[src/rtl/core/wzcd_isqrt.sv]
// ----------------------------------------------------------------------------
// wzcd_isqrt
// digit-by-digit integer square root, one root bit per cycle
// ----------------------------------------------------------------------------
module wzcd_isqrt #(
  parameter int OW = 24
) (
  input  logic            clk,
  input  logic            rst,
  input  logic            start,
  input  logic [2*OW-1:0] radicand,
  output logic [OW-1:0]   root,
  output logic            done
);

  localparam int CW = (OW > 1) ? $clog2(OW) : 1;

  logic            busy;
  logic [CW-1:0]   cnt;
  logic [2*OW-1:0] rad;
  logic [OW+1:0]   rem;
  logic [OW+3:0]   r4;
  logic [OW+3:0]   trial;
  logic            ge;

  always_comb begin
    r4    = {rem, rad[2*OW-1:2*OW-2]};
    trial = {2'b00, root, 2'b01};
    ge    = r4 >= trial;
  end

  always_ff @(posedge clk) begin
    if (rst) begin
      busy <= 1'b0;
      done <= 1'b0;
      cnt  <= '0;
    end else begin
      done <= 1'b0;
      if (start) begin
        busy <= 1'b1;
        cnt  <= '0;
      end else if (busy) begin
        cnt <= cnt + 1'b1;
        if (cnt == CW'(OW - 1)) begin
          busy <= 1'b0;
          done <= 1'b1;
        end
      end
    end
  end

  always_ff @(posedge clk) begin
    if (start) begin
      rad  <= radicand;
      rem  <= '0;
      root <= '0;
    end else if (busy) begin
      rad  <= rad << 2;
      rem  <= ge ? (OW+2)'(r4 - trial) : (OW+2)'(r4);
      root <= {root[OW-2:0], ge};
    end
  end

endmodule

[config.mk]
export PLATFORM = sky130hd
export DESIGN_NAME = wzcd_isqrt
export DESIGN_NICKNAME = d
export VERILOG_FILES = /design/src/rtl/core/wzcd_isqrt.sv
export SDC_FILE = /design/constraint.sdc
export NUM_CORES = 1
export LEC_CHECK = 0
export ABC_CLOCK_PERIOD_IN_PS = 3700
export BUFFER_PORTS_ARGS = -buffer_cell sky130_fd_sc_hd__buf_2
export CORE_UTILIZATION = 35
export DETAILED_ROUTE_END_ITERATION = 10
export PLACE_DENSITY_LB_ADDON = 0.12
export REMOVE_ABC_BUFFERS = 1
export SYNTH_ARGS = -nofsm -noshare
export SYNTH_HDL_FRONTEND = slang
export SYNTH_SLANG_ARGS = --single-unit
[constraint.sdc]
create_clock -name clk -period 3.7 [get_ports clk]
set_input_delay 0.37 -clock clk [delete_from_list [all_inputs] [get_ports clk]]
set_output_delay 0.37 -clock clk [all_outputs]
set_load 0.01 [all_outputs]
==> out/metrics.csv <==
stage,metric,value,unit
timing,report.final.slew_viol_count,0,
route,wire_per_inst,14.4,µm
route,dr.pass1.iters,4,
floorplanning,core_area,16100,µm²
cts,cts.clk_slew.worst_paths,0.08,ns
cts,clockBufferDepth,2,
cts,clock-sinks,105,
floorplanning,die_w,131,µm
worst_hold_path,hp-class,primary input to flip-flop,
timing,grt_setup_unrepaired,false,
timing,clock.fmax,334,MHz
yosys,synth_area,5820,µm²
global_routing,grt_pass1_vias,4302,
cts,root_buffer,clkbuf_16,
critical_path,regToRegSetupSlack,0.70,ns
power,ir_drop,256,µV
timing,setup_ws,0.702,ns
placement,io_buffers,75,
yosys,synth_cells,566,
timing,whs,0.168,ns
route,via_count,4276,
critical_path,cp_data_required_time,3.90,ns
floorplanning,num_rows,46,
critical_path,cp_max_fo,11,
floorplanning,initial_core_util,0.363,
critical_path,critPathLaunchType,flip-flop,
timing,period_minus_slack,3.00,ns
yosys,yosysSeqAreaShare,0.443,
cts,cts_buffers,9,
yosys,async_flop_share,0,
finish,fin_nets,706,
yosys,ys_types,62,
route,first_iter_violations,148,
timing,tightest_slew,1.10,ns
placement,hpwl,8.55,mm
timing,finalCritPeriodShare,0.810,
timing,fin_setup_tns,0,ns
yosys,yosysWarnings,0,
timing,skew,0.0102,ns
critical_path,crit_path_end_kind,flip-flop,
global_routing,grt_usage,0.154,
finish,layout-drive-gt1-share,0.262,
yosys,avgSynthCellArea,10.3,µm²
finish,synthToLayoutAreaGrowth,14.7,%
global_routing,overflow,0,
critical_path,worst-setup-path-type,flip-flop to flip-flop,
timing,hold_viol_final,0,
cts,cts_resized,0,
status,outcome,"complete, no violations",
critical_path,crit_path_cell_trace,"inv_1, ha_1, nor2b_4, o31a_4, o31ai_4, a21oi_2, o31ai_2, nand2_1, buf_4, o211ai_1, a21oi_1",
cts,postCtsHoldBufs,0,
route,ant_nets,0,
cts,h-tree-depth,3,
yosys,ys.flop_type,dfxtp_1,
power,power_leakage,2.66,nW
placement,routabilityCongestion,0.824,
finish,fin_cells,849,
power,power.density,547,nW/µm²
critical_path,crit_buf_inv,2,
cts,clk_latency,0.35,ns
floorplanning,dieArea,17200,µm²
global_routing,grt_max_degree,66,
yosys,synth-seq-cells,105,
cts,post-cts-setup-buffer-count,0,
floorplanning,die_y,131,µm
critical_path,worst-endpoint-arrival,3.20,ns
placement,preCtsSetupSlack,0.703,ns
route,wl,12.2,mm
global_routing,antenna_found_initial,0,
timing,relSlewSlack,0.269,
critical_path,cp_slowest_stage_delay,0.53,ns
timing,setup_viol,0,
route,routed_via_density,5.04,
cts,cts_tree,done,
finish,antennaDiodeCount,0,
flow_run,cap_violations,0,
placement,dpl.cell_count,833,
global_routing,grt_pass1_wl,20.7,mm
floorplanning,io_pins,76,
critical_path,slowest_stage,o31ai_2,
route,remaining_drc_errors,0,
critical_path,critPathTopFamily,compound AO/OA/AOI/OAI gates,
yosys,synth_edf_count,48,
layout by cell type, fill, tap and decap left out, drive strengths merged, types with 4 or more instances in the layout:
master and instances:
nor3 6, a211oi 9, xor2 4, xnor2 16, nand3 10, o21ai 13, mux2 46, dfxtp 57
a21o 12, mux2i 26, ha 27, nand2 46, a21oi 32, o211ai 7, buf 80, clkbuf 9
nand2b 6, inv 34, edfxtp 48, a311oi 16, o31ai 5, nand4 6, nor2 69
power breakdown:
part	internal [W]	switching, W
sequential	0.00133	0.0000698
combinational	0.000556	0.000718
clock	0.000530	0.000451
total	0.00242	0.00124
state kept, by name, summed over array words and instances, names as in the netlist:
name	count
root	24
rad	48
done	1
cnt	5
rem	26
busy	1
metrics by stage:
step | instance area (µm²) | util | total power, W
floorplan | 5690 | - | 0.00239
global placement | 6380 | 0.397 | 0.00270
detailed placement | 6380 | 0.397 | 0.00270
CTS | 6680 | 0.416 | 0.00370
global route | 6680 | 0.416 | 0.00389
finish | 6680 | 0.416 | 0.00366
logic make-up (layout without fill, tap and decap cells):
| kind of cell | after synthesis | count (layout) | synth area share |
|---|---|---|---|
| compound gates | 120 | 120 | 0.165 |
| flops | 105 | 105 | 0.443 |
| xor+xnor | 20 | 20 | 0.0301 |
| fa+ha+maj | 27 | 27 | 0.0580 |
| buf+inv | 60 | 127 | 0.0423 |
| simple gates | 162 | 162 | 0.127 |
| mux | 72 | 72 | 0.134 |
per-layer routing:
layer	track usage	vias up	part of all wire	wire length [µm]
met2	0.239	82	0.43	5280
li1	-	2187	-	-
met1	0.201	1992	0.49	5990
met4	0.0629	0	0.019	235
met3	0.0423	15	0.059	723
met5	0	-	0	0
cell type report:
| class | instances | area [µm²] |
|---|---|---|
| Tap cell | 216 | 270 |
| Inverter | 31 | 116 |
| Timing Repair Buffer | 80 | 415 |
| Clock inverter | 7 | 73.8 |
| Multi-Input combinational cell | 401 | 2990 |
| Fill cell | 1627 | 9380 |
| Clock buffer | 9 | 225 |
| Sequential cell | 105 | 2590 |
worst paths after layout:
path         cells past startpoint            startpoint              endpoint
min                              2                   rst       busy$_SDFF_PP0_
max                             11  root[0]$_SDFFE_PP0P_  rem[12]$_SDFFE_PP0P_
max reg2reg                     11  root[0]$_SDFFE_PP0P_  rem[12]$_SDFFE_PP0P_
min reg2reg                      2  rem[12]$_SDFFE_PP0P_  rem[12]$_SDFFE_PP0P_
Yosys cell counts, types with 2 or more instances:
cell | number | area, µm²
a211oi_1 | 6 | 45.0
a211oi_2 | 3 | 37.5
a21o_1 | 12 | 90.1
a21oi_1 | 31 | 155
a221o_1 | 2 | 20.0
a311oi_1 | 8 | 70.1
a311oi_2 | 8 | 120
a31oi_1 | 2 | 12.5
and2_1 | 3 | 18.8
and3_1 | 2 | 12.5
buf_1 | 3 | 11.3
buf_2 | 5 | 25.0
buf_6 | 2 | 22.5
clkbuf_1 | 19 | 71.3
dfxtp_1 | 57 | 1140
edfxtp_1 | 48 | 1440
ha_1 | 27 | 338
inv_1 | 31 | 116
mux2_2 | 46 | 518
mux2i_1 | 26 | 260
nand2_1 | 46 | 173
nand2b_1 | 6 | 37.5
nand3_1 | 10 | 50.1
nand4_1 | 5 | 31.3
nor2_1 | 68 | 255
nor2b_1 | 2 | 12.5
nor3_1 | 6 | 30.0
nor4_1 | 2 | 12.5
o211ai_1 | 7 | 52.6
o21a_1 | 3 | 22.5
o21ai_0 | 12 | 60.1
o21bai_1 | 3 | 22.5
o31a_4 | 2 | 35.0
o31ai_1 | 3 | 22.5
or2_2 | 3 | 18.8
or3_1 | 3 | 18.8
xnor2_1 | 16 | 140
xor2_1 | 4 | 35.0
Note: power is estimated with default switching activity, not from simulation.
