--- config.mk ---
export PLATFORM = sky130hd
export DESIGN_NAME = wzcd_divider
export DESIGN_NICKNAME = d
export VERILOG_FILES = /design/src/rtl/core/wzcd_divider.sv
export SDC_FILE = /design/constraint.sdc
export NUM_CORES = 1
export LEC_CHECK = 0
export ABC_CLOCK_PERIOD_IN_PS = 3000
export BUFFER_PORTS_ARGS = -buffer_cell sky130_fd_sc_hd__buf_2
export CORE_MARGIN = 5
export CORE_UTILIZATION = 47
export DETAILED_ROUTE_END_ITERATION = 6
export PLACE_DENSITY = 0.77
export SLEW_MARGIN = 25
export SYNTH_ARGS = -nofsm -noshare
export SYNTH_HDL_FRONTEND = slang
export SYNTH_SLANG_ARGS = --single-unit
--- constraint.sdc ---
create_clock -name clk -period 3 [get_ports clk]
set_input_delay 0.15 -clock clk [delete_from_list [all_inputs] [get_ports clk]]
set_output_delay 0.15 -clock clk [all_outputs]
set_load 0.01 [all_outputs]
--- src/rtl/core/wzcd_divider.sv ---
// ----------------------------------------------------------------------------
// wzcd_divider
// restoring divider, one quotient bit per cycle
// ----------------------------------------------------------------------------
module wzcd_divider #(
  parameter int QW = 48,
  parameter int DW = 24
) (
  input  logic          clk,
  input  logic          rst,
  input  logic          start,
  input  logic [DW-1:0] rem_init,     // upper dividend part, below divisor
  input  logic [QW-1:0] dividend_lo,
  input  logic [DW-1:0] divisor,
  output logic [QW-1:0] quotient,
  output logic          done
);

  localparam int CW = (QW > 1) ? $clog2(QW) : 1;

  logic          busy;
  logic [CW-1:0] cnt;
  logic [DW-1:0] rem;
  logic [QW-1:0] dq;
  logic [DW:0]   trial;
  logic          ge;

  always_comb begin
    trial = {rem, dq[QW-1]};
    ge    = trial >= {1'b0, divisor};
  end

  always_ff @(posedge clk) begin
    if (rst) begin
      busy <= 1'b0;
      done <= 1'b0;
      cnt  <= '0;
    end else begin
      done <= 1'b0;
      if (start) begin
        busy <= 1'b1;
        cnt  <= '0;
      end else if (busy) begin
        cnt <= cnt + 1'b1;
        if (cnt == CW'(QW - 1)) begin
          busy <= 1'b0;
          done <= 1'b1;
        end
      end
    end
  end

  always_ff @(posedge clk) begin
    if (start) begin
      rem <= rem_init;
      dq  <= dividend_lo;
    end else if (busy) begin
      rem <= ge ? DW'(trial - {1'b0, divisor}) : DW'(trial);
      dq  <= {dq[QW-2:0], ge};
    end
  end

  assign quotient = dq;

endmodule

==> results of run 1 <==
## power by group through the flow
| stage | logic [mW] | clock network (mW) | registers, mW |
|---|---|---|---|
| global route | 2.88 | 0.875 | 1.64 |
| global placement | 2.12 | 0 | 1.61 |
| floorplan | 1.60 | 0 | 1.62 |
| detailed placement | 2.18 | 0 | 1.62 |
| CTS | 2.24 | 0.811 | 1.60 |
| finish | 2.64 | 0.793 | 1.62 |
## kinds of logic (layout without fill, tap and decap cells)
group	count (synthesis)	in the layout	synth area share
fa+ha+maj	26	26	0.0665
buf+inv	52	225	0.0430
mux	84	84	0.187
simple gates	79	79	0.0813
xor+xnor	22	22	0.0385
flops	80	80	0.464
compound gates	85	85	0.120
## worst max path at each step
stage / from / to / slack (ps) / depth (start not counted)
CTS: rem[2]$_DFFE_PP_ / rem[5]$_DFFE_PP_ / 0.0004 / 10
global placement: quotient[47]$_DFFE_PP_ / rem[18]$_DFFE_PP_ / 10 / 12
global route: rem[3]$_DFFE_PP_ / rem[18]$_DFFE_PP_ / -60 / 10
finish: rem[2]$_DFFE_PP_ / rem[18]$_DFFE_PP_ / 40 / 10
detailed placement: quotient[47]$_DFFE_PP_ / rem[18]$_DFFE_PP_ / -80 / 12
floorplan: rem[2]$_DFFE_PP_ / rem[14]$_DFFE_PP_ / 5 / 10
## metrics by stage
stage                     cells  utilization  hold slack (ps)  area, sq um
after floorplan             428            -              222         5000
after global placement      707        0.576              317         5970
after detailed placement    707        0.576              322         5970
after CTS                   727        0.599             60.5         6210
after global routing        737        0.629             58.3         6520
final                       737        0.629             78.5         6520
## sequential cells by signal, indices dropped and copies added (netlist names)
| register | cells |
|---|---|
| quotient | 48 |
| rem | 24 |
| cnt | 6 |
| busy | 1 |
| done | 1 |
## timing repair
action / 4_1_cts / 5_1_grt
cloned: 0 / 1
hold endpoints to repair: 1 / 0
pin swaps: 5 / 17
hold buffers: 1 / 0
endpoints found under the setup margin: 6 / 18
gates resized for setup: 4 / 38
setup buffers: 3 / 9
## synthesized netlist by cell type (2+ instances only)
| cell | instances | area share |
|---|---|---|
| a221o_1 | 4 | 0.0080 |
| and3b_1 | 3 | 0.0053 |
| nand3_1 | 4 | 0.0040 |
| mux2i_1 | 10 | 0.020 |
| edfxtp_1 | 72 | 0.43 |
| a31oi_1 | 5 | 0.0063 |
| nand3b_1 | 2 | 0.0030 |
| o21bai_1 | 5 | 0.0075 |
| nand2_1 | 18 | 0.014 |
| or2_2 | 2 | 0.0025 |
| o21ai_0 | 14 | 0.014 |
| o21a_1 | 3 | 0.0045 |
| and3_1 | 4 | 0.0050 |
| xnor2_1 | 13 | 0.023 |
| or3_1 | 3 | 0.0038 |
| a21oi_1 | 22 | 0.022 |
| mux2_2 | 74 | 0.17 |
| inv_1 | 32 | 0.024 |
| buf_1 | 5 | 0.0038 |
| xor2_1 | 9 | 0.016 |
| a21o_1 | 12 | 0.018 |
| dfxtp_1 | 8 | 0.032 |
| nand2b_1 | 2 | 0.0025 |
| a211oi_1 | 4 | 0.0060 |
| clkbuf_1 | 12 | 0.0090 |
| nor2_1 | 18 | 0.014 |
| nor2b_1 | 6 | 0.0075 |
| o211ai_1 | 2 | 0.0030 |
| nand4_1 | 6 | 0.0075 |
| ha_1 | 25 | 0.063 |
| nor3_1 | 6 | 0.0060 |
## area by class of cell
type                            count  share of cell area
Multi-Input combinational cell    296               0.412
Sequential cell                    80               0.356
Timing Repair Buffer              177               0.158
Tap cell                          136              0.0261
Clock buffer                       11              0.0202
Inverter                           32              0.0184
Clock inverter                      5             0.00883
## layer usage
layer  share of wire  track usage  vias up  wire length [microns]
li1                -            -     1935                      -
met1            0.39        0.226     1855                   4970
met2            0.49        0.321      159                   6290
met3            0.10       0.0872       17                   1290
met4           0.018       0.0673        0                    233
met5               0            0        -                      0
## worst max-delay path: cells and delay by family, from the launching register on
family	cells	cell delay, ps
DFF	1	440
adders and majority gates	1	280
buffers and inverters	1	220
AOI/OAI and AO/OA	5	1150
and+or+nand+nor	1	90
muxes	2	560
==> impl_metrics.env, run 1 <==
export IMPL_r2r_slack_ps=40
export IMPL_rsz0062_at_grt="yes"
export IMPL_final_common_cell="buf_2"
export IMPL_grt_overflow_total=0
export IMPL_tns_ps=0
export IMPL_fp_row_count=37
export IMPL_fill_cells=847
export IMPL_final_nets=721
export IMPL_numCtsBuffers=9
export IMPL_fin_crit_ps=2960
export IMPL_hold_start="rem_init[13]"
export IMPL_slew_violations=0
export IMPL_die_h_microns=113
export IMPL_layout_setup_ws_ps=39.1
export IMPL_antenna_found_initial=0
export IMPL_core_area_sq_mm=0.0104
export IMPL_vias_per_cell=5.38
export IMPL_cts_sinks=80
export IMPL_worst_endpoint_arrival_ps=3090
export IMPL_synth_seq_cells=80
export IMPL_min_path_cells=2
export IMPL_multi_input_area_sq_mm=0.00269
export IMPL_synthArstFlopShare=0
export IMPL_via_count=3966
export IMPL_grt_use_total=0.195
export IMPL_seq_area_frac_synth=0.464
export IMPL_cp_max_fo=7
export IMPL_synthToLayoutAreaGrowth_pct=30.3
export IMPL_critPathMaxStageDelay_ps=440
export IMPL_drive_gt1_frac=0.491
export IMPL_cp_cell_sequence="ha_4 > a21o_1 > a21oi_2 > nand3_2 > a21o_1 > a221o_1 > o22ai_4 > clkbuf_16 > mux2_4 > mux2_4"
export IMPL_reg2reg_depth=10
export IMPL_initial_core_util=0.483
export IMPL_crit_required_ps=3130
export IMPL_io_buffer_count=147
export IMPL_cpMaxStageDelayCell="edfxtp_1"
export IMPL_die_w_microns=113
export IMPL_vdd_ir_drop_max_mv=0.367
export IMPL_synth_cell_type_count=54
export IMPL_drc=0
export IMPL_grt_pass1_wl_microns=20000
export IMPL_path_class="reg -> reg"
export IMPL_routabilityCongestion=0.901
export IMPL_diodes=0
export IMPL_finalHoldViolCount=0
export IMPL_yosysWarnings=0
export IMPL_dpl_hpwl_microns=9060
export IMPL_path_clk_slew_ps=90
export IMPL_dieArea_sq_mm=0.0128
export IMPL_clockBufferDepth=2
export IMPL_register_area_sq_mm=0.00232
export IMPL_io_pins=148
export IMPL_relSlewSlack=0.368
export IMPL_min_path_type="in -> reg"
export IMPL_tightest_slew_ps=948
export IMPL_p_int_mw=3.29
export IMPL_synth_area_per_cell_sq_um=11.7
export IMPL_clock_latency_ps=370
export IMPL_finClkSkew_ps=11.0
export IMPL_drtIter0Drc=199
export IMPL_start_kind="register"
export IMPL_p_total_mw=5.05
export IMPL_syn_area_sq_mm=0.00500
export IMPL_syn_inst=428
export IMPL_p_leak_nw=2.87
export IMPL_synth_flop_cell="edfxtp_1"
export IMPL_max_freq_mhz=338
export IMPL_grt_max_degree=73
export IMPL_wl_microns=12800
export IMPL_synth_edf_count=72
export IMPL_worst_r2r_startpoint="rem[2]$_DFFE_PP_"
export IMPL_r2r_end="rem[18]$_DFFE_PP_"
export IMPL_setup_viol=0
export IMPL_p_sw_frac=0.349
export IMPL_htreeDepth=3
export IMPL_wl_per_cell_microns=17.3
export IMPL_power_frac_clock=0.157
export IMPL_root_buffer="clkbuf_8"
export IMPL_drt_antenna_violating_nets=0
export IMPL_final_cell_mix="147 x buf_2, 72 x edfxtp_1, 65 x mux2_2, 30 x inv_1"
export IMPL_syn_num_nets=553
export IMPL_tritoncts="built"
export IMPL_place_worst_setup_slack_ps=-75.0
export IMPL_p_sw_mw=1.76
export IMPL_end_kind="register"
export IMPL_holdPathEnd="rem[13]$_DFFE_PP_"
export IMPL_share_comb_of_total_power=0.523
export IMPL_seqPwrFrac=0.320
export IMPL_drt_pass1_iterations=4
export IMPL_max_cap_violations=0
export IMPL_fin_crit_sh=0.987
export IMPL_status="complete, no violations"
export IMPL_grt_pass1_vias=4206
export IMPL_power_density_mw_per_mm2=775
(Power assumes the default switching activity.)
==> inputs of run 2 (changes only) <==
--- a/config.mk
+++ b/config.mk
@@ -5,12 +5,14 @@
 export SDC_FILE = /design/constraint.sdc
 export NUM_CORES = 1
 export LEC_CHECK = 0
+export ABC_AREA = 1
 export ABC_CLOCK_PERIOD_IN_PS = 3000
 export BUFFER_PORTS_ARGS = -buffer_cell sky130_fd_sc_hd__buf_2
 export CORE_MARGIN = 5
-export CORE_UTILIZATION = 47
+export CORE_UTILIZATION = 49
 export DETAILED_ROUTE_END_ITERATION = 6
-export PLACE_DENSITY = 0.77
+export MAX_ROUTING_LAYER = met4
+export PLACE_DENSITY = 0.78
 export SLEW_MARGIN = 25
 export SYNTH_ARGS = -nofsm -noshare
 export SYNTH_HDL_FRONTEND = slang
==> impl_metrics.env, run 2 <==
export IMPL_status="complete, no violations"
export IMPL_tritoncts="built"
export IMPL_cts_sinks=80
export IMPL_cp_cell_sequence="ha_1 > a21oi_1 > nand2_1 > nand2_1 > nand2_1 > a21oi_4 > nand3_4 > nand2_1 > nand2_1 > nand2_1 > nand2_1"
export IMPL_whs_ps=71.8
export IMPL_register_area_sq_mm=0.00232
export IMPL_drt_pass1_iterations=5
export IMPL_grt_max_degree=75
export IMPL_dpl_hpwl_microns=11400
export IMPL_final_common_cell="nand2_1"
export IMPL_cts_hold_buf=0
export IMPL_r2r_slack_ps=530
export IMPL_min_path_cells=3
export IMPL_layout_setup_ws_ps=529
export IMPL_synth_most_common_cell="nand2_1"
export IMPL_setup_viol=0
export IMPL_synth_common_cells="398 x nand2_1, 132 x inv_1, 72 x edfxtp_1, 44 x nand3_1, 34 x nor2_1"
export IMPL_largest_register_ff_count=48
export IMPL_dieArea_sq_mm=0.0139
export IMPL_place_inst=1099
export IMPL_drt_antenna_violating_nets=0
export IMPL_critical_path_top_delay_family="simple AND/OR/NAND/NOR gates"
export IMPL_crit_buf_inv=0
export IMPL_r2r_end="rem[21]$_DFFE_PP_"
export IMPL_clockBufferDepth=2
export IMPL_htreeDepth=3
export IMPL_grt_pass1_wl_microns=25300
export IMPL_yosysTopAreaCellShare=0.380
export IMPL_synth_seq_cells=80
export IMPL_drive_gt1_frac=0.188
export IMPL_path_common_cell="nand2_1"
export IMPL_slew_violations=0
export IMPL_root_buffer="clkbuf_16"
export IMPL_io_buffer_count=147
export IMPL_hold_start="dividend_lo[11]"
export IMPL_clock_latency_ps=340
export IMPL_path_clk_slew_ps=70
export IMPL_multi_input_area_sq_mm=0.00275
export IMPL_drtIter0Drc=355
export IMPL_grt_pass1_vias=5371
export IMPL_worst_path_stages=11
export IMPL_seq_area_frac_synth=0.408
export IMPL_fp_row_count=39
export IMPL_crit_required_ps=3090
export IMPL_synthArstFlopShare=0
export IMPL_final_cell_mix="397 x nand2_1, 147 x buf_2, 131 x inv_1, 72 x edfxtp_1, 44 x nand3_1"
export IMPL_antenna_found_initial=1
export IMPL_synth_area_per_cell_sq_um=6.89
export IMPL_numCtsBuffers=9
export IMPL_reg2reg_depth=11
export IMPL_fin_crit_ps=2470
export IMPL_worst_r2r_startpoint="rem[19]$_DFFE_PP_"
export IMPL_routabilityCongestion=0.952
export IMPL_wl_per_cell_microns=13.8
export IMPL_fill_cells=1136
export IMPL_utilization=0.600
export IMPL_cp_max_fo=25
export IMPL_relSlewSlack=0.486
export IMPL_synth_flop_cell="edfxtp_1"
export IMPL_min_path_type="in -> reg"
export IMPL_cts_setup_buffers=0
export IMPL_yosys_area_top_type="edfxtp_1"
export IMPL_wl_microns=15400
export IMPL_synthToLayoutAreaGrowth_pct=20.4
export IMPL_cpMaxStageDelayCell="edfxtp_1"
export IMPL_finalHoldViolCount=0
export IMPL_die_w_microns=118
export IMPL_syn_num_nets=952
export IMPL_max_cap_violations=0
export IMPL_fin_crit_sh=0.824
export IMPL_core_area_sq_mm=0.0114
export IMPL_grt_overflow_total=0
export IMPL_p_leak_nw=3.85
export IMPL_syn_area_sq_mm=0.00569
export IMPL_via_count=5497
export IMPL_layoutNonFillerInstCount=1116
export IMPL_synth_edf_count=72
export IMPL_max_freq_mhz=405
export IMPL_syn_inst=827
export IMPL_end_kind="register"
export IMPL_vdd_ir_drop_max_mv=0.343
export IMPL_place_worst_setup_slack_ps=590
export IMPL_final_nets=1092
export IMPL_holdPathEnd="quotient[11]$_DFFE_PP_"
export IMPL_synth_area_leaders="edfxtp_1 38%, nand2_1 26%, inv_1 8.7%"
export IMPL_tightest_slew_ps=772
export IMPL_worst_endpoint_arrival_ps=2560
export IMPL_drc=0
export IMPL_initial_core_util=0.499
export IMPL_grt_use_total=0.225
export IMPL_die_h_microns=118
export IMPL_vias_per_cell=4.93
export IMPL_start_kind="register"
export IMPL_ctsResizeCount=0
export IMPL_tns_ps=0
export IMPL_finClkSkew_ps=8.87
export IMPL_yosysWarnings=0
export IMPL_synth_cell_type_count=34
export IMPL_rsz0062_at_grt="no"
export IMPL_path_class="reg -> reg"
export IMPL_io_pins=148
export IMPL_critPathMaxStageDelay_ps=380
export IMPL_power_density_mw_per_mm2=594
[run 2: changes by cell type in the layout (fill, tap and decap cells not counted), moves of 10 or more]
cell	before	now
mux2i_1	10	0
nand2_1	18	397
nor2_1	17	34
mux2_2	65	0
nand3_1	3	44
a21o_1	12	1
nand4_1	6	28
buf_4	22	5
inv_1	30	131
[run 2: cells by family after synthesis]
family | share of synthesized area
and+or+nand+nor | 0.387
buffers and inverters | 0.110
DFF | 0.408
adders and majority gates | 0.0584
AOI/OAI and AO/OA | 0.0213
xor gates and xnor gates | 0.0154
[run 2: where the power goes]
group	internal [mW]	switching, mW
registers	1.40	0.0820
logic	0.541	0.924
clock network	0.650	0.472
total	2.60	1.48
[run 2: worst max-delay path by stage]
stage                       from                     to  slack [ps]
3_5_place_dp   rem[11]$_DFFE_PP_      rem[21]$_DFFE_PP_         590
3_3_place_gp   rem[19]$_DFFE_PP_      rem[23]$_DFFE_PP_         620
4_1_cts        rem[11]$_DFFE_PP_      rem[21]$_DFFE_PP_         540
2_1_floorplan              start  quotient[0]$_DFFE_PP_         270
5_1_grt        rem[19]$_DFFE_PP_      rem[21]$_DFFE_PP_         310
6_report       rem[19]$_DFFE_PP_      rem[21]$_DFFE_PP_         530
[run 2: per-layer routing]
| metal | global-route usage | wire length, microns | vias up |
|---|---|---|---|
| li1 | - | - | 2863 |
| met1 | 0.289 | 6630 | 2429 |
| met2 | 0.366 | 7350 | 185 |
| met3 | 0.0404 | 1170 | 20 |
| met4 | 0.0638 | 252 | 0 |
| met5 | - | 0 | - |
[run 2: cell type report]
class | instances | share of cell area
clock inverter | 6 | 0.0100
inverter | 137 | 0.0750
clock buffer | 10 | 0.0334
antenna | 1 | 0.000365
tap | 143 | 0.0261
multi-input combinational | 586 | 0.401
timing repair buffer | 153 | 0.116
sequential | 80 | 0.339
[run 2: metrics by stage]
step	power (mW)	cell area, sq um
floorplan	2.57	5690
global placement	2.94	6560
detailed placement	2.96	6560
CTS	4.09	6850
global route	4.38	6860
finish	4.07	6860
[run 2: worst register-to-register path, cell delays in order, from the launching register on]
cell and delay, ps:
edfxtp_1 380, ha_1 350, a21oi_1 290, nand2_1 110, nand2_1 70, nand2_1 80, a21oi_4 180, nand3_4 300
nand2_1 260, nand2_1 90, nand2_1 70, nand2_1 50
==> inputs of run 3 (changes only) <==
--- a/config.mk
+++ b/config.mk
@@ -6,7 +6,7 @@
 export NUM_CORES = 1
 export LEC_CHECK = 0
 export ABC_AREA = 1
-export ABC_CLOCK_PERIOD_IN_PS = 3000
+export ABC_CLOCK_PERIOD_IN_PS = 2100
 export BUFFER_PORTS_ARGS = -buffer_cell sky130_fd_sc_hd__buf_2
 export CORE_MARGIN = 5
 export CORE_UTILIZATION = 49
==> constraint.sdc (replaced) <==
create_clock -name clk -period 2.1 [get_ports clk]
set_input_delay 0.105 -clock clk [delete_from_list [all_inputs] [get_ports clk]]
set_output_delay 0.105 -clock clk [all_outputs]
set_load 0.01 [all_outputs]
==> impl_metrics.env, run 3 (same netlist as run 2, synthesis figures left out) <==
export IMPL_max_cap_violations=0
export IMPL_end_kind="register"
export IMPL_holdPathEnd="quotient[7]$_DFFE_PP_"
export IMPL_dpl_hpwl_microns=12000
export IMPL_setup_viol=25
export IMPL_hold_start="dividend_lo[7]"
export IMPL_whs_ps=24.0
export IMPL_wl_microns=18300
export IMPL_critPathMaxStageDelay_ps=430
export IMPL_die_h_microns=118
export IMPL_crit_buf_inv=2
export IMPL_final_cell_mix="343 x nand2_1, 147 x buf_2, 123 x inv_1, 72 x edfxtp_1, 64 x buf_4"
export IMPL_path_clk_slew_ps=70
export IMPL_clockBufferDepth=2
export IMPL_p_leak_nw=4.31
export IMPL_start_kind="register"
export IMPL_violations="setup timing"
export IMPL_fp_row_count=39
export IMPL_finalHoldViolCount=0
export IMPL_via_count=6103
export IMPL_antenna_found_initial=1
export IMPL_drive_gt1_frac=0.348
export IMPL_cp_cell_sequence="ha_4 > a21o_1 > a21oi_1 > nand2_2 > a21oi_4 > buf_6 > buf_8 > nand4_1 > nand3_1 > nand2_1"
export IMPL_register_area_sq_mm=0.00232
export IMPL_path_class="reg -> reg"
export IMPL_drtIter0Drc=574
export IMPL_final_nets=1162
export IMPL_largest_register_ff_count=48
export IMPL_root_buffer="clkbuf_16"
export IMPL_finClkSkew_ps=7.75
export IMPL_reg2reg_depth=10
export IMPL_io_pins=148
export IMPL_io_buffer_count=147
export IMPL_grt_max_degree=75
export IMPL_power_density_mw_per_mm2=876
export IMPL_slew_violations=0
export IMPL_vias_per_cell=5.15
export IMPL_fill_cells=949
export IMPL_fin_crit_sh=1.08
export IMPL_cts_hold_buf=0
export IMPL_synthToLayoutAreaGrowth_pct=41.4
export IMPL_crit_required_ps=2200
export IMPL_fin_crit_ps=2270
export IMPL_tritoncts="built"
export IMPL_min_path_cells=3
export IMPL_tightest_slew_ps=754
export IMPL_htreeDepth=3
export IMPL_numCtsBuffers=9
export IMPL_dieArea_sq_mm=0.0139
export IMPL_routabilityCongestion=0.998
export IMPL_drt_pass1_iterations=6
export IMPL_drc=0
export IMPL_clock_latency_ps=350
export IMPL_r2r_slack_ps=-170
export IMPL_final_common_cell="nand2_1"
export IMPL_grt_use_total=0.245
export IMPL_grt_pass1_vias=5726
export IMPL_relSlewSlack=0.497
export IMPL_wl_per_cell_microns=15.4
export IMPL_worst_endpoint_arrival_ps=2370
export IMPL_cts_sinks=80
export IMPL_rsz0062_at_grt="yes"
export IMPL_vdd_ir_drop_max_mv=0.578
export IMPL_core_area_sq_mm=0.0114
export IMPL_cp_max_fo=7
export IMPL_min_path_type="in -> reg"
export IMPL_worst_r2r_startpoint="rem[21]$_DFFE_PP_"
export IMPL_p_total_mw=7.05
export IMPL_initial_core_util=0.499
export IMPL_crit_start="rem[21]$_DFFE_PP_"
export IMPL_cpMaxStageDelayCell="edfxtp_1"
export IMPL_max_freq_mhz=440
export IMPL_status="finished, violations left"
export IMPL_critical_path_top_delay_family="compound AO/OA/AOI/OAI gates"
export IMPL_r2r_end="rem[7]$_DFFE_PP_"
export IMPL_layout_setup_ws_ps=-170
export IMPL_multi_input_area_sq_mm=0.00333
export IMPL_grt_overflow_total=0
export IMPL_drt_antenna_violating_nets=0
export IMPL_grt_pass1_wl_microns=27100
export IMPL_die_w_microns=118
-- run 3: routing by layer --
layer	GRT usage	wire (microns)
met3	0.0596	1630
met1	0.297	7200
met5	-	0
met4	0.0910	516
met2	0.399	8920
-- run 3: report_power, final --
| group | switching [mW] | internal [mW] | leakage, nW | total, mW |
|---|---|---|---|---|
| Sequential | 0.163 | 2.01 | 0.801 | 2.17 |
| Clock | 0.649 | 1.04 | 0.147 | 1.68 |
| Combinational | 1.73 | 1.46 | 3.37 | 3.19 |
| Total | 2.55 | 4.50 | 4.31 | 7.05 |
-- run 3: how the worst max path moves through the flow --
stage | endpoint | slack [ps] | cells past startpoint
after floorplan | rem[12]$_DFFE_PP_ | 30 | 15
after global placement | rem[16]$_DFFE_PP_ | -50 | 15
after detailed placement | rem[16]$_DFFE_PP_ | -100 | 15
after CTS | rem[7]$_DFFE_PP_ | 2 | 11
after global routing | rem[7]$_DFFE_PP_ | -250 | 10
final | rem[7]$_DFFE_PP_ | -170 | 10
-- run 3: repair_timing --
action                                  CTS  global route
buffers inserted                          4            22
cloned                                    1             1
endpoints found under the setup margin   24            25
pin swaps                                 4            42
gates resized for setup                  35           106
-- run 3: through the flow --
| step | utilization | setup TNS (ps) | cells | setup slack, ps | cell area (sq um) |
|---|---|---|---|---|---|
| final | 0.705 | -2370 | 1185 | -170 | 8050 |
| after global routing | 0.705 | -4120 | 1185 | -246 | 8050 |
| after CTS | 0.653 | 0 | 1161 | 2.49 | 7460 |
| after detailed placement | 0.603 | -976 | 1141 | -100 | 6890 |
| after global placement | 0.603 | -66.4 | 1141 | -49.6 | 6890 |
| after floorplan | - | 0 | 827 | 25.9 | 5700 |
-- run 3: layout make-up --
type	instances	share of cell area
Clock buffer	10	0.0284
Multi-Input combinational cell	586	0.413
Inverter	137	0.0642
Clock inverter	5	0.00995
Antenna cell	1	0.000311
Tap cell	143	0.0222
Sequential cell	80	0.288
Timing Repair Buffer	223	0.173
-- run 3: worst min-delay path: cells and delay by family --
family / cells / cell delay [ps]
buffers and inverters: 1 / 70
AND/OR/NAND/NOR: 2 / 90
